## src/hdl/stpg_pkg.sv

```systemverilog
// ----------------------------------------------------------------------------
// stpg_pkg
// Types and codes shared by the stepper ramp pulse generator.
// ----------------------------------------------------------------------------
`default_nettype none

package stpg_pkg;

  // command codes
  localparam logic [2:0] KIND_EVENT = 3'd0;
  localparam logic [2:0] KIND_POS   = 3'd1;
  localparam logic [2:0] KIND_VEL   = 3'd2;
  localparam logic [2:0] KIND_DECEL = 3'd3;
  localparam logic [2:0] KIND_HOME  = 3'd4;
  localparam logic [2:0] KIND_HALT  = 3'd5;

  // configuration register indexes
  localparam logic [2:0] CFG_HALF_CLOCK = 3'd0;
  localparam logic [2:0] CFG_SPR        = 3'd1;
  localparam logic [2:0] CFG_AXIS       = 3'd2;
  localparam logic [2:0] CFG_HOME_PER   = 3'd3;
  localparam logic [2:0] CFG_SWITCHES   = 3'd4;

  localparam int DIV_W = 36;

  typedef enum logic [1:0] {
    M_STOP = 2'd0,
    M_HOME = 2'd1,
    M_POS  = 2'd2,
    M_VEL  = 2'd3
  } mode_t;

  typedef enum logic [2:0] {
    S_IDLE,
    S_LIMIT,
    S_PLAN,
    S_DIV,
    S_APPLY,
    S_HOLD
  } fsm_state_t;

  typedef enum logic [2:0] {
    OP_NONE,
    OP_FIRST,
    OP_ACCEL,
    OP_CRUISE,
    OP_DECEL
  } ramp_op_t;

  typedef struct packed {
    logic [2:0]  kind;
    logic [23:0] steps;
    logic [23:0] accel_len;
    logic [23:0] decel_len;
    logic [22:0] freq;
    logic [31:0] first_period;
    logic        dir;
    logic        home_switch;
    logic        far_switch;
  } cmd_t;

  typedef struct packed {
    logic               pulse_level;
    logic               dir_level;
    logic [31:0]        period;
    logic               period_load;
    logic               timer_on;
    logic               moving;
    logic               homed;
    logic [1:0]         mode;
    logic signed [31:0] step_position;
  } res_t;

endpackage

`default_nettype wire

```

## src/hdl/stepper_trapezoid_pulse_generator_core.sv

```systemverilog
// ----------------------------------------------------------------------------
// stepper_trapezoid_pulse_generator_core
// Stepper step/direction generator with a linear-speed integer ramp.
// ----------------------------------------------------------------------------
// Each transaction on the cmd channel is either a timer compare event or a
// motion command, and yields exactly one res transaction carrying the step
// and direction levels, the timer period in effect (with a load flag), and
// motion status. An item that needs no division passes the limit, plan,
// apply and hold states before its result is registered on res; an item
// with a division also waits in the divide state for the single serial
// divider, which resolves one quotient bit per cycle over a 36-bit signed
// dividend, until its done flag is seen.
// Items are processed one at a time, but the next one is taken while a
// finished result still waits in the output register.
// ----------------------------------------------------------------------------
`default_nettype none

module stepper_trapezoid_pulse_generator_core #(
  parameter int DEBOUNCE_COUNT = 10,
  parameter int COUNT_WIDTH    = 32
) (
  input  wire logic           clk,
  input  wire logic           rst,
  input  wire logic           cmd_valid,
  output logic                cmd_ready,
  input  wire stpg_pkg::cmd_t cmd,
  output logic                res_valid,
  input  wire logic           res_ready,
  output stpg_pkg::res_t      res,
  input  wire logic           cfg_valid,
  output logic                cfg_ready,
  input  wire logic [2:0]     cfg_index,
  input  wire logic [31:0]    cfg_data
);
  import stpg_pkg::*;

  // saturation bound of the step counters
  localparam logic [31:0] CMAX = 32'((33'd1 << COUNT_WIDTH) - 33'd1);
  localparam int DB_W = $clog2(DEBOUNCE_COUNT + 1);
  localparam logic [DB_W-1:0] DB_LIM = DB_W'(DEBOUNCE_COUNT);

  typedef struct packed {
    logic        pulse;
    logic [31:0] sc;
    logic [31:0] pos;
  } tog_t;

  function automatic logic [31:0] csat(input logic [32:0] v);
    return (v > {1'b0, CMAX}) ? CMAX : v[31:0];
  endfunction

  // one step-pin toggle; the rising edge counts a step
  function automatic tog_t toggle_f(input tog_t t, input logic dir);
    tog_t o;
    o = t;
    if (t.pulse) begin
      o.pulse = 1'b0;
    end else begin
      o.pulse = 1'b1;
      if (t.sc < CMAX) o.sc = t.sc + 32'd1;
      o.pos = dir ? t.pos + 32'd1 : t.pos - 32'd1;
    end
    return o;
  endfunction

  // --------------------------------------------------------------------------
  // configuration registers, always writable
  // --------------------------------------------------------------------------
  logic [25:0] timer_half_clock;
  logic [15:0] steps_per_rev;
  logic [30:0] axis_steps;
  logic [31:0] homing_period;
  logic        switches_present;

  assign cfg_ready = 1'b1;

  always_ff @(posedge clk) begin
    if (rst) begin
      timer_half_clock <= 26'd5250000;
      steps_per_rev    <= 16'd200;
      axis_steps       <= '0;
      homing_period    <= 32'd52500;
      switches_present <= 1'b0;
    end else if (cfg_valid) begin
      unique case (cfg_index)
        CFG_HALF_CLOCK: timer_half_clock <= cfg_data[25:0];
        CFG_SPR:        steps_per_rev    <= cfg_data[15:0];
        CFG_AXIS:       axis_steps       <= cfg_data[30:0];
        CFG_HOME_PER:   homing_period    <= cfg_data;
        CFG_SWITCHES:   switches_present <= cfg_data[0];
        default: ;
      endcase
    end
  end

  // --------------------------------------------------------------------------
  // motion state
  // --------------------------------------------------------------------------
  mode_t              mode;
  logic               pulse;
  logic               direction;
  logic [31:0]        step_count;
  logic [31:0]        total_steps;
  logic [31:0]        accel_end;
  logic [31:0]        decel_start;
  logic [22:0]        target_freq;
  logic [31:0]        start_period;
  logic [31:0]        prev_period;
  logic signed [DIV_W-1:0] remainder;
  logic [31:0]        position;
  logic [31:0]        min_limit;
  logic [31:0]        max_limit;
  logic               homed, phase1, far_side, stop_req, moving, timer_on, loaded;
  logic [31:0]        cur_period;
  logic [DB_W-1:0]    home_db, far_db;

  mode_t              mode_next;
  logic               pulse_next, direction_next;
  logic [31:0]        step_count_next, total_steps_next, accel_end_next, decel_start_next;
  logic [22:0]        target_freq_next;
  logic [31:0]        start_period_next, prev_period_next;
  logic signed [DIV_W-1:0] remainder_next;
  logic [31:0]        position_next, min_limit_next, max_limit_next;
  logic               homed_next, phase1_next, far_side_next, stop_req_next;
  logic               moving_next, timer_on_next, loaded_next;
  logic [31:0]        cur_period_next;
  logic [DB_W-1:0]    home_db_next, far_db_next;

  fsm_state_t state, state_next;
  cmd_t       cmd_q;

  // --------------------------------------------------------------------------
  // shared divider
  // --------------------------------------------------------------------------
  logic                    div_start, div_busy, div_done, div_need;
  logic signed [DIV_W-1:0] div_num, div_den, div_q, div_r;

  stpg_div u_div (
    .clk   (clk),
    .rst   (rst),
    .start (div_start),
    .num   (div_num),
    .den   (div_den),
    .busy  (div_busy),
    .done  (div_done),
    .quot  (div_q),
    .rem   (div_r)
  );

  // --------------------------------------------------------------------------
  // command decode shared by planning and update
  // --------------------------------------------------------------------------
  logic [23:0] acc_c, dec_c;
  logic [24:0] acc_sum;
  logic [22:0] cmd_freq1;
  logic [22:0] tgt_freq1;
  ramp_op_t    op;
  logic [32:0] dec_dist;
  logic signed [DIV_W-1:0] ramp_num;

  always_comb begin
    acc_c   = (cmd_q.accel_len > cmd_q.steps) ? cmd_q.steps : cmd_q.accel_len;
    dec_c   = (cmd_q.decel_len > cmd_q.steps) ? cmd_q.steps : cmd_q.decel_len;
    acc_sum = {1'b0, acc_c} + {1'b0, dec_c};
    if (acc_sum > {1'b0, cmd_q.steps}) begin
      acc_c = cmd_q.steps >> 1;
      dec_c = cmd_q.steps >> 1;
    end
  end

  assign cmd_freq1 = (cmd_q.freq == '0) ? 23'd1 : cmd_q.freq;
  assign tgt_freq1 = (target_freq == '0) ? 23'd1 : target_freq;
  assign dec_dist  = {1'b0, step_count} - {1'b0, total_steps};
  assign ramp_num  = $signed({3'b000, prev_period, 1'b0}) + remainder;

  // which ramp step a timer event takes in the current state
  always_comb begin
    op = OP_NONE;
    if (mode == M_POS) begin
      if (step_count < total_steps && !pulse) begin
        if (step_count == '0) op = OP_FIRST;
        else if (step_count < accel_end) op = OP_ACCEL;
        else if (step_count < decel_start &&
                 {1'b0, decel_start} != {1'b0, accel_end} + 33'd1) op = OP_CRUISE;
        else op = OP_DECEL;
      end
    end else if (mode == M_VEL) begin
      if (stop_req) begin
        if (step_count < total_steps && !pulse) op = OP_DECEL;
      end else if (!pulse) begin
        if (step_count == '0) op = OP_FIRST;
        else if (step_count < accel_end) op = OP_ACCEL;
        else if (step_count == accel_end) op = OP_CRUISE;
      end
    end
  end

  // divider operands: ramp recurrence or clock / frequency
  always_comb begin
    div_need = 1'b0;
    div_num  = $signed({10'd0, timer_half_clock});
    div_den  = $signed({13'd0, cmd_freq1});
    unique case (cmd_q.kind)
      KIND_EVENT: begin
        priority case (op)
          OP_ACCEL: begin
            div_need = 1'b1;
            div_num  = ramp_num;
            div_den  = $signed({2'b00, step_count, 2'b01});
          end
          OP_DECEL: begin
            div_need = 1'b1;
            div_num  = ramp_num;
            div_den  = $signed({dec_dist[32], dec_dist, 2'b01});
          end
          OP_CRUISE: begin
            div_need = 1'b1;
            div_den  = $signed({13'd0, tgt_freq1});
          end
          default: ;
        endcase
      end
      KIND_POS:  div_need = (acc_c == '0);
      KIND_VEL:  div_need = (cmd_q.accel_len == '0);
      KIND_HOME: div_need = switches_present;
      default: ;
    endcase
  end

  assign div_start = (state == S_PLAN) && div_need;

  // --------------------------------------------------------------------------
  // soft limit check, done before planning so a limit stop shapes the ramp
  // --------------------------------------------------------------------------
  logic [31:0] spr_prod;
  logic [13:0] spr_fifth;
  logic        limit_hit;

  assign spr_prod  = 32'(steps_per_rev) * 32'd52429;   // x/5 exact for 16 bits
  assign spr_fifth = spr_prod[31:18];
  assign limit_hit = (cmd_q.kind == KIND_EVENT) && homed && !stop_req &&
                     ((direction && $signed(position) > $signed(max_limit)) ||
                      (!direction && $signed(position) < $signed(min_limit)));

  // --------------------------------------------------------------------------
  // per-item update
  // --------------------------------------------------------------------------
  always_comb begin
    logic hp, fp, hf, ff, fire;
    logic [31:0] p;
    tog_t tg;

    hp   = !cmd_q.home_switch;
    fp   = !cmd_q.far_switch;
    hf   = 1'b0;
    ff   = 1'b0;
    fire = 1'b0;
    p    = prev_period - div_q[31:0];
    tg   = '0;

    mode_next         = mode;
    pulse_next        = pulse;
    direction_next    = direction;
    step_count_next   = step_count;
    total_steps_next  = total_steps;
    accel_end_next    = accel_end;
    decel_start_next  = decel_start;
    target_freq_next  = target_freq;
    start_period_next = start_period;
    prev_period_next  = prev_period;
    remainder_next    = remainder;
    position_next     = position;
    min_limit_next    = min_limit;
    max_limit_next    = max_limit;
    homed_next        = homed;
    phase1_next       = phase1;
    far_side_next     = far_side;
    stop_req_next     = stop_req;
    moving_next       = moving;
    timer_on_next     = timer_on;
    loaded_next       = 1'b0;
    cur_period_next   = cur_period;
    home_db_next      = home_db;
    far_db_next       = far_db;

    unique case (cmd_q.kind)
      KIND_EVENT: begin
        // ramp period load
        priority case (op)
          OP_FIRST: begin
            prev_period_next = start_period;
            remainder_next   = '0;
            cur_period_next  = start_period;
            loaded_next      = 1'b1;
            timer_on_next    = 1'b1;
          end
          OP_ACCEL: begin
            prev_period_next = p;
            remainder_next   = ({1'b0, step_count} + 33'd1 != {1'b0, accel_end}) ? div_r : '0;
            cur_period_next  = p;
            loaded_next      = 1'b1;
            timer_on_next    = 1'b1;
          end
          OP_DECEL: begin
            prev_period_next = p;
            remainder_next   = ({1'b0, step_count} + 33'd1 != {1'b0, total_steps}) ?
                               div_r : '0;
            cur_period_next  = p;
            loaded_next      = 1'b1;
            timer_on_next    = 1'b1;
          end
          OP_CRUISE: begin
            prev_period_next = div_q[31:0];
            cur_period_next  = div_q[31:0];
            loaded_next      = 1'b1;
            timer_on_next    = 1'b1;
            if (mode == M_VEL) begin
              step_count_next = csat({1'b0, step_count} + 33'd1);
              remainder_next  = '0;
            end
          end
          default: ;
        endcase

        tg = toggle_f({pulse_next, step_count_next, position_next}, direction);

        unique case (mode)
          M_STOP: begin
            pulse_next    = 1'b0;
            moving_next   = 1'b0;
            timer_on_next = 1'b0;
          end
          M_HOME: begin
            pulse_next      = tg.pulse;
            step_count_next = tg.sc;
            position_next   = tg.pos;
            if (!phase1) begin
              // seek: wait for either switch to read pressed
              if (!hp && !fp) begin
                home_db_next = '0;
                far_db_next  = '0;
              end else begin
                hf = hp && (home_db >= DB_LIM);
                ff = fp && (far_db >= DB_LIM);
                if (hp && !hf) home_db_next = home_db + 1'b1;
                if (fp && !ff) far_db_next = far_db + 1'b1;
                if (hf) far_side_next = 1'b0;
                else if (ff) far_side_next = 1'b1;
                if (hf || ff) begin
                  phase1_next     = 1'b1;
                  direction_next  = !direction;
                  cur_period_next = homing_period;
                  loaded_next     = 1'b1;
                  timer_on_next   = 1'b1;
                  home_db_next    = '0;
                  far_db_next     = '0;
                end
              end
            end else begin
              // back-off: wait for the switch to read released
              if (!far_side && !hp) begin
                if (home_db >= DB_LIM) fire = 1'b1;
                else home_db_next = home_db + 1'b1;
              end else if (far_side && !fp) begin
                if (far_db >= DB_LIM) fire = 1'b1;
                else far_db_next = far_db + 1'b1;
              end else begin
                home_db_next = '0;
                far_db_next  = '0;
              end
              if (fire) begin
                position_next = '0;
                if (far_side) begin
                  max_limit_next = '0;
                  min_limit_next = 32'd0 - {1'b0, axis_steps};
                end else begin
                  min_limit_next = '0;
                  max_limit_next = {1'b0, axis_steps};
                end
                homed_next    = 1'b1;
                mode_next     = M_STOP;
                moving_next   = 1'b0;
                timer_on_next = 1'b0;
              end
            end
          end
          default: begin
            // position and velocity: run on or finish
            if ((mode == M_POS || stop_req) && !(step_count < total_steps)) begin
              if (pulse) pulse_next = 1'b0;
              mode_next     = M_STOP;
              moving_next   = 1'b0;
              timer_on_next = 1'b0;
            end else begin
              pulse_next      = tg.pulse;
              step_count_next = tg.sc;
              position_next   = tg.pos;
            end
          end
        endcase
      end
      KIND_POS: begin
        total_steps_next  = csat({9'd0, cmd_q.steps});
        accel_end_next    = csat({9'd0, acc_c});
        decel_start_next  = csat({9'd0, cmd_q.steps - dec_c});
        target_freq_next  = cmd_q.freq;
        direction_next    = cmd_q.dir;
        start_period_next = (acc_c != '0) ? cmd_q.first_period : div_q[31:0];
        mode_next         = M_POS;
        stop_req_next     = 1'b0;
        step_count_next   = '0;
        moving_next       = 1'b1;
        cur_period_next   = start_period_next;
        loaded_next       = 1'b1;
        timer_on_next     = 1'b1;
      end
      KIND_VEL: begin
        target_freq_next  = cmd_q.freq;
        accel_end_next    = csat({9'd0, cmd_q.accel_len});
        direction_next    = cmd_q.dir;
        start_period_next = (cmd_q.accel_len != '0) ? cmd_q.first_period : div_q[31:0];
        mode_next         = M_VEL;
        stop_req_next     = 1'b0;
        step_count_next   = '0;
        moving_next       = 1'b1;
        cur_period_next   = start_period_next;
        loaded_next       = 1'b1;
        timer_on_next     = 1'b1;
      end
      KIND_DECEL: begin
        if (mode == M_VEL || mode == M_POS) stop_req_next = 1'b1;
        if (mode == M_POS) decel_start_next = step_count;
        total_steps_next = csat({1'b0, step_count} + {9'd0, cmd_q.steps});
      end
      KIND_HOME: begin
        if (switches_present) begin
          direction_next   = cmd_q.dir;
          target_freq_next = cmd_q.freq;
          mode_next        = M_HOME;
          homed_next       = 1'b0;
          phase1_next      = 1'b0;
          far_side_next    = 1'b0;
          home_db_next     = '0;
          far_db_next      = '0;
          step_count_next  = '0;
          moving_next      = 1'b1;
          cur_period_next  = div_q[31:0];
          loaded_next      = 1'b1;
          timer_on_next    = 1'b1;
        end
      end
      KIND_HALT: begin
        if (pulse) pulse_next = 1'b0;
        mode_next     = M_STOP;
        moving_next   = 1'b0;
        timer_on_next = 1'b0;
      end
      default: ;
    endcase
  end

  // --------------------------------------------------------------------------
  // sequencer
  // --------------------------------------------------------------------------
  always_ff @(posedge clk) begin
    if (rst) state <= S_IDLE;
    else     state <= state_next;
  end

  always_comb begin
    state_next = state;
    cmd_ready  = 1'b0;
    unique case (state)
      S_IDLE: begin
        cmd_ready = 1'b1;
        if (cmd_valid) state_next = S_LIMIT;
      end
      S_LIMIT: state_next = S_PLAN;
      S_PLAN:  state_next = div_need ? S_DIV : S_APPLY;
      S_DIV:   if (div_done) state_next = S_APPLY;
      S_APPLY: state_next = S_HOLD;
      S_HOLD:  if (!res_valid || res_ready) state_next = S_IDLE;
      default: state_next = S_IDLE;
    endcase
  end

  // item capture
  always_ff @(posedge clk) begin
    if (cmd_valid && cmd_ready) cmd_q <= cmd;
  end

  // state update
  always_ff @(posedge clk) begin
    if (rst) begin
      mode         <= M_STOP;
      pulse        <= 1'b0;
      direction    <= 1'b0;
      step_count   <= '0;
      total_steps  <= '0;
      accel_end    <= '0;
      decel_start  <= '0;
      target_freq  <= 23'd1;
      start_period <= '0;
      prev_period  <= '0;
      remainder    <= '0;
      position     <= '0;
      min_limit    <= 32'h8000_0000;
      max_limit    <= 32'h7FFF_FFFF;
      homed        <= 1'b0;
      phase1       <= 1'b0;
      far_side     <= 1'b0;
      stop_req     <= 1'b0;
      moving       <= 1'b0;
      timer_on     <= 1'b0;
      loaded       <= 1'b0;
      cur_period   <= '0;
      home_db      <= '0;
      far_db       <= '0;
    end else if (state == S_LIMIT) begin
      // past a soft limit: decelerating stop over a fifth of a revolution
      if (limit_hit) begin
        if (mode == M_VEL || mode == M_POS) stop_req <= 1'b1;
        if (mode == M_POS) decel_start <= step_count;
        total_steps <= csat({1'b0, step_count} + {19'd0, spr_fifth});
      end
    end else if (state == S_APPLY) begin
      mode         <= mode_next;
      pulse        <= pulse_next;
      direction    <= direction_next;
      step_count   <= step_count_next;
      total_steps  <= total_steps_next;
      accel_end    <= accel_end_next;
      decel_start  <= decel_start_next;
      target_freq  <= target_freq_next;
      start_period <= start_period_next;
      prev_period  <= prev_period_next;
      remainder    <= remainder_next;
      position     <= position_next;
      min_limit    <= min_limit_next;
      max_limit    <= max_limit_next;
      homed        <= homed_next;
      phase1       <= phase1_next;
      far_side     <= far_side_next;
      stop_req     <= stop_req_next;
      moving       <= moving_next;
      timer_on     <= timer_on_next;
      loaded       <= loaded_next;
      cur_period   <= cur_period_next;
      home_db      <= home_db_next;
      far_db       <= far_db_next;
    end
  end

  // --------------------------------------------------------------------------
  // result register: one transaction per item
  // --------------------------------------------------------------------------
  always_ff @(posedge clk) begin
    if (rst) begin
      res_valid <= 1'b0;
    end else if (state == S_HOLD && (!res_valid || res_ready)) begin
      res_valid <= 1'b1;
    end else if (res_ready) begin
      res_valid <= 1'b0;
    end
  end

  always_ff @(posedge clk) begin
    if (state == S_HOLD && (!res_valid || res_ready)) begin
      res.pulse_level   <= pulse;
      res.dir_level     <= direction;
      res.period        <= cur_period;
      res.period_load   <= loaded;
      res.timer_on      <= timer_on;
      res.moving        <= moving;
      res.homed         <= homed;
      res.mode          <= mode;
      res.step_position <= $signed(position);
    end
  end

`ifndef SYNTHESIS
  a_count_sat: assert property (@(posedge clk) disable iff (rst) step_count <= CMAX)
    else $error("step count beyond saturation bound");
  a_div_wait: assert property (@(posedge clk) disable iff (rst)
      (state == S_DIV) |-> (div_busy || div_done))
    else $error("waiting on an idle divider");
  a_home_stop: assert property (@(posedge clk) disable iff (rst) $rose(homed) |-> mode == M_STOP)
    else $error("homed set while not stopped");
  a_timer_moving: assert property (@(posedge clk) disable iff (rst) !moving |-> !timer_on)
    else $error("timer running with no motion");
`endif

endmodule

`default_nettype wire

```

## src/hdl/stpg_div.sv

```systemverilog
// ----------------------------------------------------------------------------
// stpg_div
// Signed serial divider, one quotient bit per cycle, C-style truncation.
// ----------------------------------------------------------------------------
`default_nettype none

module stpg_div (
  input  wire logic                           clk,
  input  wire logic                           rst,
  input  wire logic                           start,
  input  wire logic signed [stpg_pkg::DIV_W-1:0] num,
  input  wire logic signed [stpg_pkg::DIV_W-1:0] den,
  output logic                                busy,
  output logic                                done,
  output logic signed [stpg_pkg::DIV_W-1:0]   quot,
  output logic signed [stpg_pkg::DIV_W-1:0]   rem
);
  import stpg_pkg::*;

  localparam int CW = $clog2(DIV_W);

  logic [DIV_W:0]   acc;
  logic [DIV_W-1:0] quo;
  logic [DIV_W-1:0] dvs;
  logic [CW-1:0]    cnt;
  logic             q_neg;
  logic             r_neg;
  logic [DIV_W:0]   shifted;
  logic [DIV_W:0]   trial;

  assign shifted = {acc[DIV_W-1:0], quo[DIV_W-1]};
  assign trial   = shifted - {1'b0, dvs};

  always_ff @(posedge clk) begin
    if (rst) begin
      busy <= 1'b0;
      done <= 1'b0;
    end else begin
      done <= 1'b0;
      if (start) begin
        busy  <= 1'b1;
        cnt   <= '0;
        acc   <= '0;
        quo   <= num[DIV_W-1] ? DIV_W'(-num) : num;
        dvs   <= den[DIV_W-1] ? DIV_W'(-den) : den;
        q_neg <= num[DIV_W-1] ^ den[DIV_W-1];
        r_neg <= num[DIV_W-1];
      end else if (busy) begin
        if (!trial[DIV_W]) begin
          acc <= trial;
          quo <= {quo[DIV_W-2:0], 1'b1};
        end else begin
          acc <= shifted;
          quo <= {quo[DIV_W-2:0], 1'b0};
        end
        cnt <= cnt + 1'b1;
        if (cnt == CW'(DIV_W - 1)) begin
          busy <= 1'b0;
          done <= 1'b1;
        end
      end
    end
  end

  assign quot = q_neg ? DIV_W'(-quo) : quo;
  assign rem  = r_neg ? DIV_W'(-acc[DIV_W-1:0]) : acc[DIV_W-1:0];

`ifndef SYNTHESIS
  a_no_restart: assert property (@(posedge clk) disable iff (rst) busy |-> !start)
    else $error("divider restarted while busy");
  a_done_once: assert property (@(posedge clk) disable iff (rst) done |=> !done)
    else $error("divider done held for more than one cycle");
  a_done_idle: assert property (@(posedge clk) disable iff (rst) done |-> !busy)
    else $error("divider done while still busy");
`endif

endmodule

`default_nettype wire

```

## config.mk

```make
export PLATFORM = sky130hd
export DESIGN_NAME = stepper_trapezoid_pulse_generator_core
export DESIGN_NICKNAME = d
export VERILOG_FILES = /design/src/hdl/stpg_pkg.sv /design/src/hdl/stepper_trapezoid_pulse_generator_core.sv /design/src/hdl/stpg_div.sv
export SDC_FILE = /design/constraint.sdc
export NUM_CORES = 2
export LEC_CHECK = 0
export ABC_CLOCK_PERIOD_IN_PS = 13100
export BUFFER_PORTS_ARGS = -buffer_cell sky130_fd_sc_hd__buf_2
export CORE_MARGIN = 8
export CORE_UTILIZATION = 30
export CTS_CLUSTER_DIAMETER = 100
export CTS_CLUSTER_SIZE = 30
export DETAILED_ROUTE_END_ITERATION = 6
export SYNTH_ARGS = -nofsm -noshare
export SYNTH_HDL_FRONTEND = slang
export SYNTH_SLANG_ARGS = --single-unit
```

## constraint.sdc

```tcl
create_clock -name clk -period 13.1 [get_ports clk]
set_input_delay 2.62 -clock clk [delete_from_list [all_inputs] [get_ports clk]]
set_output_delay 2.62 -clock clk [all_outputs]
set_load 0.1 [all_outputs]
```

==> metrics.md <==
| Metric | Value |
|---|---|
| Status | finished clean |
| # resized after CTS | 0 |
| Area share of xor/xnor cells in the synthesized design | 0.0760 |
| Peak supply drop | 0.106 mV |
| Worst-Margin Slew | 1250 ps |
| CP startpoint | cmd_q[115] |
| Hold Path Class | reg -> reg |
| Critical Path Max Stage Delay | 800 ps |
| Worst hold slack | 466 ps |
| Syn Area/Cell | 8.35 µm² |
| Netlist Area Pre-Place | 0.0612 mm² |
| Final nets | 8208 |
| Synth Instances | 7328 |
| Slew HR | 0.166 |
| Final Instance Area | 0.0669 mm² |
| GP Congestion | 0.975 |
| CP Launch Type | flip-flop |
| RSZ-0062 raised after global routing | false |
| Synth-to-layout area growth | 9.34% |
| Worst r2r path cells | 54 |
| Worst Path Max Fanout | 35 |
| 1st-pass router iterations | 6 |
| Crit. path cell count | 54 |
| Antenna-violating nets left | 0 |
| Most common cell after layout, fill and taps aside | nand2_1 |
| Row count | 166 |
| Setup TNS | 0 ps |
| Number of synthesized flops with an enable pin | 321 |
| Die width | 468 µm |
| Reg-to-Reg Start | cmd_q[115] |
| Slowest cell on crit path | a2111oi_0 |
| Core area | 0.204 mm² |
| Final hold violations | 0 |
| Main synth FF type | dfxtp_1 |
| IO Port Bufs | 246 |
| WP data arrival | 12490 ps |
| Reg clk slew, reported paths | 120 ps |
| Met1 WL | 95000 µm |
| Post-synthesis adder-cell area fraction | 0.148 |
| Largest net degree at the start of global routing | 141 |
| Top Family by Delay on Critical Path | compound AO/OA/AOI/OAI gates |
| Post-route DRC violation count | 0 |
| Vias | 55800 |
| Post-synth ARST share | 0 |
| Main combinational cell family by area after synthesis | compound AO/OA/AOI/OAI gates |
| Metal2 WL | 105000 µm |
| Critical path's most frequent cell | a21oi_1 |
| Lkg Pwr | 27.2 nW |
| Yosys warning count | 0 |
| Seq cells post-synth | 822 |
| Synth unique cells | 104 |
| Avg WL per Cell | 22.5 µm |
| Hold Buf Count CTS | 0 |
| Initial drt markers | 6000 |
| Post-Route Skew | 76.6 ps |
| Max Slew Vio Count | 0 |
| DRT Wirelength | 227000 µm |
| Die height | 468 µm |
| Syn_nets | 8170 |
| Antenna violations before repair | 14 |
| Synth Area in Compound Gates | 0.209 |
| GRT overflow | 0 |
| CP required | 13710 ps |
| # clock sinks | 822 |
| CP Capture Type | flip-flop |
| Final number of setup-violating endpoints | 0 |
| WS Path Type | reg -> reg |
| Commonest cells after routing, fill and taps aside | nand2_1, a21oi_1, nor2_1, ha_1, inv_1 |
| Vias in the first global route | 53000 |
| Hold Startpoint | homing_period[22] |
| Max clock buf depth | 3 |
| P per Cell Area | 97.5 mW/mm² |
| Initial Utilization | 0.300 |
| # IOs | 248 |
| DP HPWL | 176000 µm |
| H-tree depth | 2 |
| DR top layer | met4 |
| Die Area | 0.219 mm² |
| Seq/Total Area, Yosys | 0.321 |
| CTS tree | yes |
| Total CTS buffers | 43 |
| Period utilization | 0.907 |
| All-Layer GR Usage | 0.199 |
| Mean number of vias per cell | 5.53 |
| Post-placement cell area | 0.0654 mm² |
| Post-synthesis mux area share | 0.0153 |
| Layout cell share with drive strength beyond 1 | 0.0735 |
| CTS root buffer | clkbuf_16 |
| Hold depth | 2 |
| Setup Buffers After CTS | 0 |
| Overall power | 6.53 mW |
| First-pass GRT wire length | 338000 µm |
| FMAX | 84.2 MHz |
| Pre-CTS setup slack | 1480 ps |
| Max-cap violations | 0 |
| WL met3 | 16900 µm |
| PnR worst setup slack | 1220 ps |
| Worst path bufs/invs | 6 |
| Simple-Gate Fraction of Synth Area | 0.177 |
| Post-route minimum period | 11880 ps |
| Clk_lat worst skew | 750 ps |
per-layer routing:
metal	track usage	up-vias
li1	-	26300
met1	0.258	26700
met2	0.331	2329
met3	0.0304	468
met4	0.0768	0
met5	0	-
logic make-up after synthesis:
kind of cell	Yosys count
AOI/OAI and AO/OA	2015
xor gates and xnor gates	531
adders and majority gates	670
buffers and inverters	870
DFF	822
muxes	91
other	2
and+or+nand+nor	2327
cell type report:
type,count,area [µm²]
Fill cell,21300,137000
Multi-Input combinational cell,5636,38400
Sequential cell,822,19700
Tap cell,2688,3360
Timing Repair Buffer,348,2020
Inverter,515,1930
Clock buffer,53,1120
Clock inverter,25,384
Antenna cell,2,5.00
registers in the layout, indices dropped and copies added, names as in the netlist, 36 cells and up:
register and count:
res 72, remainder 36, u_div.quo 36, u_div.dvs 36, u_div.acc 36, cmd_q 133
worst register-to-register path, delay by kind of cell, from the launching register on:
family                     cells  cell delay [ps]
DFF                            1              470
adders and majority gates      5             1440
AOI/OAI and AO/OA             32             7340
buffers and inverters          6             1110
and+or+nand+nor                9             1120
xor gates and xnor gates       2              330
cell usage after synthesis, types with 43 or more instances:
library cell	instances	area share
nand2_1	809	0.050
a21oi_1	683	0.056
nor2_1	656	0.040
ha_1	579	0.12
inv_1	515	0.032
dfxtp_1	501	0.16
o21ai_0	399	0.033
xnor2_1	346	0.050
edfxtp_1	321	0.16
clkbuf_1	304	0.019
xor2_1	185	0.026
nor3_1	162	0.013
nand3_1	133	0.011
a21o_1	124	0.015
fa_1	90	0.029
mux2i_1	81	0.013
nor2b_1	81	0.0083
a211oi_1	79	0.0097
nor4_1	74	0.0076
nand4_1	70	0.0072
nand2b_1	62	0.0063
o21a_1	59	0.0072
a22oi_1	57	0.0070
o211ai_1	56	0.0069
a221oi_1	55	0.0079
a31oi_1	54	0.0055
and3_1	53	0.0054
or3_1	52	0.0053
o31ai_1	50	0.0061
o22ai_1	43	0.0044
per-stage QoR:
stage | instances | util
finish | 10100 | 0.329
global route | 10100 | 0.328
CTS | 10100 | 0.328
detailed placement | 10000 | 0.321
global placement | 10000 | 0.321
floorplan | 7328 | -
path summary, 6_finish.rpt:
| kind | slack [ps] | to |
|---|---|---|
| setup / recovery | 1220 | decel_start[22] |
| setup reg to reg | 1220 | decel_start[22] |
| hold reg to reg | 470 | homing_period[22] |
| hold / removal | 470 | homing_period[22] |
where the power goes:
| part | switching, mW | internal, mW | leakage, nW |
|---|---|---|---|
| registers | 0.0690 | 2.71 | 7.02 |
| logic | 1.27 | 0.749 | 19.5 |
| clock network | 1.05 | 0.679 | 0.727 |
Power figures use the tool's default switching activity.
